## config.mk

```make
export PLATFORM = sky130hd
export DESIGN_NAME = breakpoint_table_interpolator
export DESIGN_NICKNAME = d
export VERILOG_FILES = /design/src/hw/rtl/bti_pkg.sv /design/src/hw/rtl/bti_table.sv /design/src/hw/rtl/bti_div.sv /design/src/hw/rtl/breakpoint_table_interpolator.sv
export VERILOG_INCLUDE_DIRS = /design/src /design/src/hw/rtl
export SDC_FILE = /design/constraint.sdc
export NUM_CORES = 2
export LEC_CHECK = 0
export BUFFER_PORTS_ARGS = -buffer_cell sky130_fd_sc_hd__buf_2
export CORE_AREA = 2 2 540 542
export DETAILED_ROUTE_END_ITERATION = 10
export DIE_AREA = 0 0 542 544
export GPL_TIMING_DRIVEN = 1
export SETUP_SLACK_MARGIN = 0.1
export SLEW_MARGIN = 25
export SYNTH_ARGS = -nofsm -noshare
export SYNTH_HDL_FRONTEND = slang
export SYNTH_SLANG_ARGS = --single-unit
```

## constraint.sdc

```tcl
create_clock -name clk -period 77.9 [get_ports clk]
set_input_delay 15.58 -clock clk [delete_from_list [all_inputs] [get_ports clk]]
set_output_delay 15.58 -clock clk [all_outputs]
set_load 0.005 [all_outputs]
```

## src/hw/rtl/assert_macros.svh

```systemverilog
// ----------------------------------------------------------------------------
// Assertion macros
// Shared concurrent assertion forms for the interpolator RTL.
// ----------------------------------------------------------------------------
`ifndef ASSERT_MACROS_SVH
`define ASSERT_MACROS_SVH
`ifndef ASSERT_OFF
// Clocked by clk, masked while rst_n is low.
`define BTI_ASSERT(lbl, prop, msg) \
  lbl: assert property (@(posedge clk) disable iff (!rst_n) prop) else $error(msg);
// Clocked by clk, also checked during reset.
`define BTI_ASSERT_RST(lbl, prop, msg) \
  lbl: assert property (@(posedge clk) prop) else $error(msg);
`else
`define BTI_ASSERT(lbl, prop, msg)
`define BTI_ASSERT_RST(lbl, prop, msg)
`endif
`endif

```

## src/hw/rtl/bti_pkg.sv

```systemverilog
// ----------------------------------------------------------------------------
// bti_pkg
// Types, sizes and helpers shared by the interpolator modules.
// ----------------------------------------------------------------------------
package bti_pkg;

  localparam int MAX_POINTS = 16;
  localparam int IDX_W      = $clog2(MAX_POINTS);
  localparam int CNT_W      = $clog2(MAX_POINTS + 1);
  localparam int SEG_N      = MAX_POINTS - 1;
  localparam int MIN_POINTS = 2;
  localparam int DIV_STEPS  = 16;

  typedef enum logic {
    REQ_WRITE = 1'b0,
    REQ_QUERY = 1'b1
  } req_t;

  typedef enum logic {
    CFG_MODE  = 1'b0,
    CFG_COUNT = 1'b1
  } cfg_idx_t;

  // Segment chosen for one query; direct means dval is already the answer.
  typedef struct packed {
    logic        direct;
    logic [15:0] dval;
    logic        status;
    logic [16:0] x0;
    logic [16:0] x1;
    logic [16:0] y0;
    logic [16:0] y1;
    logic [16:0] q;
  } sel_t;

  // Sideband that rides alongside the divider.
  typedef struct packed {
    logic        direct;
    logic [15:0] dval;
    logic        status;
    logic        neg;
    logic [16:0] y0;
  } meta_t;

  // Extend a 16-bit pattern to a 17-bit two's complement value per mode.
  function automatic logic [16:0] as_val(input logic [15:0] b, input logic sgn);
    return {sgn & b[15], b};
  endfunction

endpackage

```

## src/hw/rtl/bti_table.sv

```systemverilog
// ----------------------------------------------------------------------------
// bti_table
// Breakpoint storage and parallel segment search for one query.
// ----------------------------------------------------------------------------
module bti_table
  import bti_pkg::*;
(
  input  logic        clk,
  input  logic        wr_en,
  input  logic [3:0]  wr_idx,
  input  logic [15:0] wr_x,
  input  logic [15:0] wr_y,
  input  logic        signed_mode,
  input  logic [4:0]  point_count,
  input  logic [15:0] query_x,
  output sel_t        sel
);

  logic [15:0]      bx_r [MAX_POINTS];
  logic [15:0]      by_r [MAX_POINTS];
  logic [CNT_W-1:0] cnt;
  logic [IDX_W-1:0] last;
  logic [16:0]      q;
  logic             lt0;
  logic             gtl;
  logic [SEG_N-1:0] hit;
  logic [SEG_N-1:0] oh;
  logic [16:0]      x0, x1, y0, y1;

  // Drop writes beyond the table.
  always_ff @(posedge clk) begin
    if (wr_en && (32'(wr_idx) < MAX_POINTS)) begin
      bx_r[IDX_W'(wr_idx)] <= wr_x;
      by_r[IDX_W'(wr_idx)] <= wr_y;
    end
  end

  assign cnt  = (32'(point_count) > MAX_POINTS) ? CNT_W'(MAX_POINTS) : CNT_W'(point_count);
  assign last = IDX_W'(cnt - CNT_W'(1));
  assign q    = as_val(query_x, signed_mode);
  assign lt0  = $signed(q) < $signed(as_val(bx_r[0], signed_mode));
  assign gtl  = $signed(q) > $signed(as_val(bx_r[last], signed_mode));

  always_comb begin
    for (int i = 0; i < SEG_N; i++) begin
      hit[i] = (32'(i) + 1 < 32'(cnt)) &&
               ($signed(as_val(bx_r[i], signed_mode)) <= $signed(q)) &&
               ($signed(q) <= $signed(as_val(bx_r[i+1], signed_mode)));
    end
  end

  // Keep the first segment that contains the query.
  assign oh = hit & (~hit + SEG_N'(1));

  always_comb begin
    x0 = '0;
    x1 = '0;
    y0 = '0;
    y1 = '0;
    for (int i = 0; i < SEG_N; i++) begin
      x0 = x0 | ({17{oh[i]}} & as_val(bx_r[i],   signed_mode));
      x1 = x1 | ({17{oh[i]}} & as_val(bx_r[i+1], signed_mode));
      y0 = y0 | ({17{oh[i]}} & as_val(by_r[i],   signed_mode));
      y1 = y1 | ({17{oh[i]}} & as_val(by_r[i+1], signed_mode));
    end
  end

  always_comb begin
    sel.x0     = x0;
    sel.x1     = x1;
    sel.y0     = y0;
    sel.y1     = y1;
    sel.q      = q;
    sel.status = 1'b0;
    sel.direct = 1'b1;
    sel.dval   = '0;
    if (32'(cnt) < MIN_POINTS) begin
      sel.status = 1'b1;
    end else if (lt0) begin
      sel.dval = by_r[0];
    end else if (gtl) begin
      sel.dval = by_r[last];
    end else if (hit != '0) begin
      sel.direct = 1'b0;
    end
  end

endmodule

```

## src/hw/rtl/bti_div.sv

```systemverilog
// ----------------------------------------------------------------------------
// bti_div
// Pipelined restoring divider, one quotient bit per stage, 32/16 -> 16.
// ----------------------------------------------------------------------------
module bti_div
  import bti_pkg::*;
(
  input  logic        clk,
  input  logic        rst_n,
  input  logic        en,
  input  logic        in_v,
  input  logic [31:0] dividend,
  input  logic [15:0] divisor,
  input  meta_t       in_meta,
  output logic        out_v,
  output logic [15:0] quo,
  output logic        rem_nz,
  output meta_t       out_meta
);

  typedef struct packed {
    logic [15:0] rem;
    logic [15:0] dvd;
    logic [15:0] quo;
    logic [15:0] dsr;
    meta_t       meta;
  } dstage_t;

  dstage_t              st_in;
  dstage_t              st_r [DIV_STEPS];
  logic [DIV_STEPS-1:0] v_r;

  function automatic dstage_t div_step(input dstage_t s);
    dstage_t     o;
    logic [16:0] t;
    o = s;
    t = {s.rem, s.dvd[15]};
    o.dvd = {s.dvd[14:0], 1'b0};
    if (t >= {1'b0, s.dsr}) begin
      o.rem = 16'(t - {1'b0, s.dsr});
      o.quo = {s.quo[14:0], 1'b1};
    end else begin
      o.rem = t[15:0];
      o.quo = {s.quo[14:0], 1'b0};
    end
    return o;
  endfunction

  assign st_in.rem  = dividend[31:16];
  assign st_in.dvd  = dividend[15:0];
  assign st_in.quo  = '0;
  assign st_in.dsr  = divisor;
  assign st_in.meta = in_meta;

  for (genvar k = 0; k < DIV_STEPS; k++) begin : g_step
    if (k == 0) begin : g_first
      always_ff @(posedge clk) begin
        if (en) begin
          st_r[k] <= div_step(st_in);
        end
      end
      always_ff @(posedge clk) begin
        if (!rst_n) begin
          v_r[k] <= 1'b0;
        end else if (en) begin
          v_r[k] <= in_v;
        end
      end
    end else begin : g_next
      always_ff @(posedge clk) begin
        if (en) begin
          st_r[k] <= div_step(st_r[k-1]);
        end
      end
      always_ff @(posedge clk) begin
        if (!rst_n) begin
          v_r[k] <= 1'b0;
        end else if (en) begin
          v_r[k] <= v_r[k-1];
        end
      end
    end
  end

  assign out_v    = v_r[DIV_STEPS-1];
  assign quo      = st_r[DIV_STEPS-1].quo;
  assign rem_nz   = st_r[DIV_STEPS-1].rem != '0;
  assign out_meta = st_r[DIV_STEPS-1].meta;

endmodule

```

## src/hw/rtl/breakpoint_table_interpolator.sv

```systemverilog
// ----------------------------------------------------------------------------
// breakpoint_table_interpolator
// Piecewise linear lookup over a 16-entry breakpoint table.
// ----------------------------------------------------------------------------
//  channel | direction | handshake             | payload
//  in_     | input     | in_valid / in_ready   | req_type, point_index, point_x,
//          |           |                       | point_y, query_x
//  out_    | output    | out_valid / out_ready | out_y, out_status
//  cfg_    | input     | cfg_valid / cfg_ready | cfg_index, cfg_data
//
//  One request enters per cycle unless the pipeline holds; a query passes
//  search, difference, multiply, magnitude, 16 divider stages and the
//  result stage. The 16-stage restoring divider sets the latency.
//  Table writes take effect at acceptance and produce no result.
//  The whole pipeline holds while a result waits and out_ready is low.
//  Synchronous active-low reset clears valid bits and the mode and count
//  registers; table contents stay undefined until written.
// ----------------------------------------------------------------------------
`include "assert_macros.svh"

module breakpoint_table_interpolator
  import bti_pkg::*;
(
  input  logic        clk,
  input  logic        rst_n,
  // request channel
  input  logic        in_valid,
  output logic        in_ready,
  input  logic        in_req_type,
  input  logic [3:0]  in_point_index,
  input  logic [15:0] in_point_x,
  input  logic [15:0] in_point_y,
  input  logic [15:0] in_query_x,
  // result channel
  output logic        out_valid,
  input  logic        out_ready,
  output logic [15:0] out_y,
  output logic        out_status,
  // register write channel
  input  logic        cfg_valid,
  output logic        cfg_ready,
  input  logic [0:0]  cfg_index,
  input  logic [4:0]  cfg_data
);

  // Registers.
  logic        mode_r;
  logic [4:0]  count_r;

  // Pipeline control: everything advances together unless the result stalls.
  logic        adv;
  logic        acc;

  // Stage 1: selected segment.
  sel_t        sel;
  sel_t        s1_r;
  logic        s1_v_r;

  // Stage 2: differences.
  logic        s2_v_r;
  logic        s2_direct_r;
  logic [15:0] s2_dval_r;
  logic        s2_status_r;
  logic [16:0] s2_y0_r;
  logic [15:0] s2_dx_r;
  logic [15:0] s2_dq_r;
  logic [16:0] s2_dy_r;
  logic [16:0] dx_full;
  logic [16:0] dq_full;

  // Stage 3: product.
  logic               s3_v_r;
  meta_t              s3_meta_r;
  logic [15:0]        s3_dx_r;
  logic signed [33:0] s3_p_r;

  // Stage 4: magnitude for the divider.
  logic        s4_v_r;
  meta_t       s4_meta_r;
  logic [15:0] s4_dx_r;
  logic [31:0] s4_mag_r;
  meta_t       s3_meta_nxt;
  meta_t       s4_meta_nxt;
  logic [33:0] p_abs;

  // Divider output.
  logic        div_v;
  logic [15:0] div_quo;
  logic        div_rem_nz;
  meta_t       div_meta;

  // Result stage.
  logic        out_valid_r;
  logic [15:0] out_y_r;
  logic        out_status_r;
  logic [17:0] qx;
  logic [17:0] adj;
  logic [17:0] fl;
  logic [17:0] res;

  assign adv       = !out_valid_r || out_ready;
  assign in_ready  = adv;
  assign acc       = in_valid && in_ready;
  assign cfg_ready = 1'b1;

  // Register writes.
  always_ff @(posedge clk) begin
    if (!rst_n) begin
      mode_r  <= 1'b0;
      count_r <= '0;
    end else if (cfg_valid) begin
      case (cfg_idx_t'(cfg_index))
        CFG_MODE:  mode_r  <= cfg_data[0];
        CFG_COUNT: count_r <= cfg_data;
        default:   ;
      endcase
    end
  end

  // Table and segment search on the incoming request.
  bti_table u_table (
    .clk         (clk),
    .wr_en       (acc && (req_t'(in_req_type) == REQ_WRITE)),
    .wr_idx      (in_point_index),
    .wr_x        (in_point_x),
    .wr_y        (in_point_y),
    .signed_mode (mode_r),
    .point_count (count_r),
    .query_x     (in_query_x),
    .sel         (sel)
  );

  // Valid bits travel with the data; only queries become valid.
  always_ff @(posedge clk) begin
    if (!rst_n) begin
      s1_v_r <= 1'b0;
      s2_v_r <= 1'b0;
      s3_v_r <= 1'b0;
      s4_v_r <= 1'b0;
    end else if (adv) begin
      s1_v_r <= acc && (req_t'(in_req_type) == REQ_QUERY);
      s2_v_r <= s1_v_r;
      s3_v_r <= s2_v_r;
      s4_v_r <= s3_v_r;
    end
  end

  // Both differences are non-negative inside a found segment.
  assign dx_full = s1_r.x1 - s1_r.x0;
  assign dq_full = s1_r.q - s1_r.x0;

  always_ff @(posedge clk) begin
    if (adv) begin
      s1_r        <= sel;
      // A zero-width segment answers with its first y.
      s2_direct_r <= s1_r.direct || (dx_full == '0);
      s2_dval_r   <= s1_r.direct ? s1_r.dval : s1_r.y0[15:0];
      s2_status_r <= s1_r.status;
      s2_y0_r     <= s1_r.y0;
      s2_dx_r     <= dx_full[15:0];
      s2_dq_r     <= dq_full[15:0];
      s2_dy_r     <= s1_r.y1 - s1_r.y0;
      s3_meta_r   <= s3_meta_nxt;
      s3_dx_r     <= s2_dx_r;
      s3_p_r      <= $signed(s2_dy_r) * $signed({1'b0, s2_dq_r});
      s4_meta_r   <= s4_meta_nxt;
      s4_dx_r     <= s3_dx_r;
      s4_mag_r    <= p_abs[31:0];
    end
  end

  always_comb begin
    s3_meta_nxt.direct = s2_direct_r;
    s3_meta_nxt.dval   = s2_dval_r;
    s3_meta_nxt.status = s2_status_r;
    s3_meta_nxt.neg    = 1'b0;
    s3_meta_nxt.y0     = s2_y0_r;
  end

  // Carry the product sign beside the magnitude.
  always_comb begin
    s4_meta_nxt     = s3_meta_r;
    s4_meta_nxt.neg = s3_p_r[33];
  end

  assign p_abs = s3_p_r[33] ? 34'(-s3_p_r) : 34'(s3_p_r);

  // |dy*dq| / dx; the quotient never exceeds |dy|.
  bti_div u_div (
    .clk      (clk),
    .rst_n    (rst_n),
    .en       (adv),
    .in_v     (s4_v_r),
    .dividend (s4_mag_r),
    .divisor  (s4_dx_r),
    .in_meta  (s4_meta_r),
    .out_v    (div_v),
    .quo      (div_quo),
    .rem_nz   (div_rem_nz),
    .out_meta (div_meta)
  );

  // Floor of y0 + p/dx, then truncate toward zero. The result stays between
  // the two segment ends, so no saturation is reachable here.
  assign qx  = {2'b00, div_quo};
  assign adj = div_meta.neg ? (18'(0) - qx - 18'(div_rem_nz)) : qx;
  assign fl  = {div_meta.y0[16], div_meta.y0} + adj;
  assign res = fl + 18'(fl[17] & div_rem_nz);

  always_ff @(posedge clk) begin
    if (!rst_n) begin
      out_valid_r <= 1'b0;
    end else if (adv) begin
      out_valid_r <= div_v;
    end
  end

  always_ff @(posedge clk) begin
    if (adv) begin
      out_y_r      <= div_meta.direct ? div_meta.dval : res[15:0];
      out_status_r <= div_meta.status;
    end
  end

  assign out_valid  = out_valid_r;
  assign out_y      = out_y_r;
  assign out_status = out_status_r;

  `BTI_ASSERT_RST(a_reset_clears, !rst_n |=> !out_valid, "result valid after reset")
  `BTI_ASSERT(a_query_enters, (acc && in_req_type) |=> s1_v_r, "query lost at entry")
  `BTI_ASSERT(a_write_silent, (acc && !in_req_type) |=> !s1_v_r, "write made a result")
  `BTI_ASSERT(a_stall_holds, !adv |=> ($stable(div_v) && $stable(s4_v_r)), "stall moved pipe")
  `BTI_ASSERT(a_status_zero, (out_valid && out_status) |-> (out_y == '0), "status result nonzero")

endmodule
```

[Word level (Yosys, flattened, before mapping)]
Memories as Yosys holds them, arrays and structs flattened.
Index checks and enable logic that the tools add are counted.
Operators by class
  order comparisons: 65
  reduce and logical (&&, ||, !) cells: 42
  equal/unequal tests: 0
  $add $sub $neg: 26
  div/mod/pow operators: 0
  shifts and indexed selects: 0
  multipliers: 1
  muxes and demuxes: 77
  bitwise gates (word level): 155
Operator list (number)
  17-bit AND: 60
  17-bit bitwise OR: 56
  16-bit two-way mux: 52
  17-bit less-or-equal comparator: 30
  17-bit by 16-bit >= comparator with 1-bit output: 16
  16-bit subtractor: 17
  4-bit by 5-bit < comparator with 1-bit output, first input constant: 8
  1-bit AND: 35
  17-bit by 17-bit multiplier with 34-bit output: 1
  17-bit subtractor: 2
  1-bit logical AND: 33
  32-bit two-way mux: 1
  32-bit negator: 1
  1-bit two-way mux: 22
  3-bit by 5-bit < comparator with 1-bit output, first input constant: 4
  18-bit adder: 1
  18-bit two-way mux: 1
  17-bit by 2-bit subtractor with 18-bit output: 1
  17-bit greater-than comparator: 1
  17-bit zero test: 1
  17-bit < comparator: 1
  1-bit by 16-bit subtractor with 17-bit output, first input constant: 1
  16-bit by 1-bit adder with 16-bit output: 1
  16-bit nonzero test: 1
  15 further kinds: 19
Word-level totals
  ROM bits: 0
  input bits: 64
  latch bits: 0
  register bits: 399
  RAM bits: 2096
  memories kept: 3
Memory list
  u_div.st_r: words 16, width 99, read ports 16, clocked after Yosys merged registers in 0, write ports 16, RTL line bti_div.sv:30  | dstage_t st_r [DIV_STEPS];
  u_table.bx_r: words 16, width 16, read ports 17, clocked after Yosys merged registers in 0, write ports 1, RTL line bti_table.sv:19  | logic [15:0] bx_r [MAX_POINTS];
  u_table.by_r: words 16, width 16, read ports 17, clocked after Yosys merged registers in 0, write ports 1, RTL line bti_table.sv:20  | logic [15:0] by_r [MAX_POINTS];

[Longest topological paths before layout]
  depth in word-level cells: 23
  mapped depth: 32

[Modules after synthesis]
Synthesis repeated with hierarchy kept, for this count alone.
Unflattened totals
  cell total of the unflattened synthesis: 8725
  area total of the unflattened synthesis: 116466.7 µm²
By module, submodules not included
  bti_div: cells an instance 3642, area an instance 56259.0 µm², instances 1, sequential area each 40198.6 µm²
  bti_table: cells an instance 2701, area an instance 33041.7 µm², instances 1, sequential area each 15374.7 µm²
  breakpoint_table_interpolator: cells an instance 2382, area an instance 27166.1 µm², instances 1, sequential area each 11360.9 µm²

[Worst setup path before layout]
Ideal clock, no wire load.
  path type: input -> output
  from: input port out_ready
  to: output port in_ready
  path slack: 642 ps
  arrival time: 61678 ps
  cell stages on the path: 3
  cells stage by stage: nor2b_1 > inv_1 > clkbuf_1
Between the ends
  cells in the longest elaborated chain, start to end: 1
RTL lines
  start: declaration: RTL line breakpoint_table_interpolator.sv:36  | input logic out_ready,
  1-bit logical OR: RTL line breakpoint_table_interpolator.sv:101  | assign adv = !out_valid_r || out_ready;
  end: declaration: RTL line breakpoint_table_interpolator.sv:28  | output logic in_ready,
No other way between the ends.

[Worst setup path in the final report]
Same ends and word-level chain as after synthesis.

==> impl_table.tex <==
\begin{tabular}{lr}
\hline
Metric & Value \\
\hline
\multicolumn{2}{l}{\textbf{Global routing}} \\
\quad Pin count of the biggest net entering global routing & 222 \\
\quad Overall overflow remaining after global route & 0 \\
\quad Global routing usage summed across all routing layers & 18.4\% \\
\quad Number of antenna violations at the first check in global routing & 10 \\
\quad Global-route wire length before repair & 420000 um \\
\quad Via count of the first global-routing pass & 71.9k \\
\multicolumn{2}{l}{\textbf{STA}} \\
\quad Slew @ Worst Pin & 1.26 ns \\
\quad Clock Skews & 0.0797 ns \\
\quad F\_max & 30.7 MHz \\
\quad Max-Slew Margin vs Limit & 14.7\% \\
\quad Tcrit/Tclk final & 41.8\% \\
\quad Setup violators final & 0 \\
\quad Final Hold Violating Endpoints & 0 \\
\quad Setup repair after global routing missed its margin & false \\
\quad Shortest period the worst path allows & 32.55 ns \\
\quad Final max-slew violation count & 0 \\
\quad Setup TNS & 0 ns \\
\multicolumn{2}{l}{\textbf{Detailed routing}} \\
\quad Final Routed Wirelength & 276000 um \\
\quad Count of nets left with antenna violations after detail routing & 0 \\
\quad Number of violations reported at the end of detailed-routing iteration 0 & 6559 \\
\quad DRT Pass-1 Iters & 10 \\
\quad Routed vias & 71.2k \\
\quad Via count normalized by instance count & 5.51 \\
\quad Post-DR wirelength/cell & 21.4 um \\
\quad Post-route DRC violation count & 0 \\
\multicolumn{2}{l}{\textbf{Critical path}} \\
\quad R2R Path Start & s2\_dq\_r[5] \\
\quad Delay of the slowest cell on the worst path & 0.73 ns \\
\quad Critical Path Slowest Stage Cell & nor2b\_2 \\
\quad WP data arrival & 16.97 ns \\
\quad Startpoint-to-endpoint class of the critical path & primary input to output pin \\
\quad Crit start category & primary input \\
\quad Most repeated library cell on the critical path & buf\_2 \\
\quad Type of element capturing the critical path & output pin \\
\quad CP cell instances & buf\_2, nor2b\_2, inv\_8, buf\_2 \\
\quad Startpoint of the most critical setup path & out\_ready \\
\quad CP max FO & 41 \\
\quad Top cell family by delay on the critical path & simple AND/OR/NAND/NOR gates \\
\quad Required time reported for the critical path endpoint & 62.32 ns \\
\quad Number of buffer and inverter instances along the worst setup path & 3 \\
\multicolumn{2}{l}{\textbf{Place}} \\
\quad Count of placed standard cells including taps & 12.5k \\
\quad RePlAce Congestion & 0.895 \\
\quad Detailed placement HPWL & 190000 um \\
\quad Port Buffer Count & 82 \\
\multicolumn{2}{l}{\textbf{CTS}} \\
\quad Clock-pin slew on the worst setup and hold paths & 0.06 ns \\
\quad Total number of clock tree sinks & 2238 \\
\quad Number of buffers added for setup after CTS & 0 \\
\quad Total CTS buffers & 242 \\
\quad TritonCTS clock tree & yes \\
\quad Clock Tree Buf Depth & 4 \\
\quad Total of cells resized after clock tree synthesis & 0 \\
\quad Clock latency on the worst-skew pair & 0.89 ns \\
\quad Root Buffer Master & clkbuf\_16 \\
\quad Number of buffers inserted by hold repair at cts & 0 \\
\quad CTS H-Tree Depth & 4 \\
\multicolumn{2}{l}{\textbf{Yosys}} \\
\quad Total standard cell area after synthesis & 0.115 sq mm \\
\quad Post-synthesis sequential area ratio & 58.0\% \\
\quad Synth warnings & 0 \\
\quad Number of synthesized register bits & 2238 \\
\quad Synthesized instance count & 8797 \\
\quad Synthesized area per cell & 13.1 sq um \\
\quad Post-synthesis cell type count & 89 \\
\quad Post-synth EDFFs & 2211 \\
\quad Total nets after synthesis & 9848 \\
\quad Synth Flop Type & edfxtp\_1 \\
\quad Synth async-reset ratio & 0\% \\
\multicolumn{2}{l}{\textbf{Floorplanning}} \\
\quad Total Die Area & 0.295 sq mm \\
\quad Standard-cell rows & 198 \\
\quad Core box area & 0.289 sq mm \\
\quad Ports & 84 \\
\quad Width of the die & 542 um \\
\quad Die Ht & 544 um \\
\quad Initial Util & 39.9\% \\
\multicolumn{2}{l}{\textbf{Layout}} \\
\quad Fraction of layout instances using a drive strength above 1 & 9.14\% \\
\quad Count of fill cells added during filler insertion & 25.9k \\
\quad Final Non-Filler Cells & 12.9k \\
\quad Final core utilization & 44.4\% \\
\quad Fin nets & 9965 \\
\quad Syn-to-layout area delta & 11.3\% \\
\multicolumn{2}{l}{\textbf{Status}} \\
\quad Result of the run & finished, final reports clean \\
\multicolumn{2}{l}{\textbf{Worst hold path}} \\
\quad Hold Crit Class & flop to flop \\
\quad Startpoint of the tightest hold check path & s3\_dx\_r[0] \\
\multicolumn{2}{l}{\textbf{Job}} \\
\quad Number of violations of the max-capacitance limit & 0 \\
\hline
\end{tabular}
## metrics by stage
step / setup slack [ns] / cell area, sq um / hold WS [ns]
floorplan: 0.642 / 115000 / 0.400
global route: 45.12 / 128000 / 0.375
CTS: 45.32 / 128000 / 0.360
global placement: 45.32 / 120000 / 0.400
detailed placement: 45.32 / 120000 / 0.405
finish: 45.35 / 128000 / 0.373
## Yosys cell counts (34+ instances only)
library cell     n  area share, %
o21a_1          58           0.38
o211ai_1        60           0.39
nor2b_1         78           0.42
mux2_2          82           0.80
nand2_1        589            1.9
nand3_1        196           0.85
xnor2_1        247            1.9
a211oi_1        87           0.57
clkbuf_1       248           0.81
a21o_1         108           0.70
a31oi_1         56           0.30
fa_1           299            5.2
o31ai_1         34           0.22
nor2_1         554            1.8
inv_1         1019            3.3
a22o_1          45           0.34
nand4_1        107           0.58
a221oi_1       101           0.77
a21oi_1        426            1.8
a22oi_1         42           0.27
nand2b_1        58           0.31
a222oi_1        45           0.39
and2_1         145           0.79
nor3_1          66           0.29
a221o_1         52           0.45
xor2_1         101           0.77
mux4_2         160            3.1
or3_1           46           0.25
edfxtp_1      2211             58
ha_1           688            7.5
a21boi_0        56           0.36
o21ai_0        210           0.91
## sequential cells by signal, indices dropped and copies added, names as in the netlist, 5 cells and up
name / count
u_table.bx_r: 256
s4_dx_r: 16
s2_dval_r: 16
s4_meta_r: 36
u_div.st_r: 1328
out_y: 16
s2_dq_r: 16
count_r: 5
u_div.v_r: 15
s2_y0_r: 17
s4_mag_r: 32
u_table.by_r: 256
s3_p_r: 33
s3_meta_r: 35
s2_dy_r: 17
s3_dx_r: 16
s2_dx_r: 16
s1_r: 102
## layout by cell type, fill, tap and decap left out, types with 82 or more instances in the layout
master	netlist	final
nand4_1	107	107
nor2_1	554	541
mux4_2	160	160
nand2_1	589	588
fa_1	299	299
a21oi_1	426	425
ha_1	688	687
nand3_1	196	196
clkbuf_16	0	243
a211oi_1	87	85
xnor2_1	247	246
xor2_1	101	101
edfxtp_1	2211	2211
a21o_1	108	108
and2_1	145	142
mux2_2	82	82
o21ai_0	210	210
inv_1	1019	1018
buf_2	11	82
a221oi_1	101	101
## logic make-up (layout without fill, tap and decap cells)
| kind of cell | count (synthesis) | count (layout) | synth area share, % |
|---|---|---|---|
| flops | 2238 | 2238 | 58.0 |
| simple gates | 1997 | 1997 | 8.24 |
| compound gates | 1645 | 1645 | 9.97 |
| buf+inv | 1312 | 1625 | 4.29 |
| fa+ha+maj | 987 | 987 | 12.7 |
| xor+xnor | 348 | 348 | 2.64 |
| mux | 269 | 269 | 4.16 |
| other cells | 1 | 3 | 0.00325 |
## per-layer routing
metal	up-vias	share of wire (%)	GRT usage, %
li1	32800	-	-
met1	35200	39	22.3
met2	2505	49	31.9
met3	691	6.5	3.20
met4	8	5.0	8.48
met5	-	0.018	0
## final timing paths
check	endpoint	slack, ns	depth (start not counted)
worst max-delay path	in_ready	45.35	4
worst min-delay path	s4_dx_r[0]	0.37	0
worst max register to register	s3_p_r[31]	70.47	22
worst min register to register	s4_dx_r[0]	0.37	0
## cell type report
class | count | area [sq um] | share of cell area (%)
inverters | 1020 | 3840 | 2.99
repair buffers | 165 | 1230 | 0.961
clock buffers | 298 | 6360 | 4.95
diodes | 2 | 5.00 | 0.00390
well taps | 3800 | 4750 | 3.70
flip-flops and latches | 2238 | 66900 | 52.1
multi-input cells | 5247 | 43700 | 34.0
clock inverters | 142 | 1560 | 1.22
## worst register-to-register path, cell delays in order, from the launching register on
cell and delay (ns):
edfxtp_1 0.74, and2_1 0.36, fa_1 0.53, inv_1 0.05
fa_1 0.45, fa_1 0.50, fa_1 0.55, inv_1 0.05
fa_1 0.48, inv_1 0.05, fa_1 0.48, inv_1 0.05
ha_1 0.33, and3_1 0.22, a221o_1 0.38, a31oi_1 0.30
o21ai_0 0.17, a21oi_1 0.32, o31ai_1 0.17, a31oi_1 0.38
o21ai_0 0.23, a31oi_1 0.25, xnor2_1 0.10
Power is not shown: default switching activity piles up to over one toggle a cycle in this logic, so the estimate is an artifact.
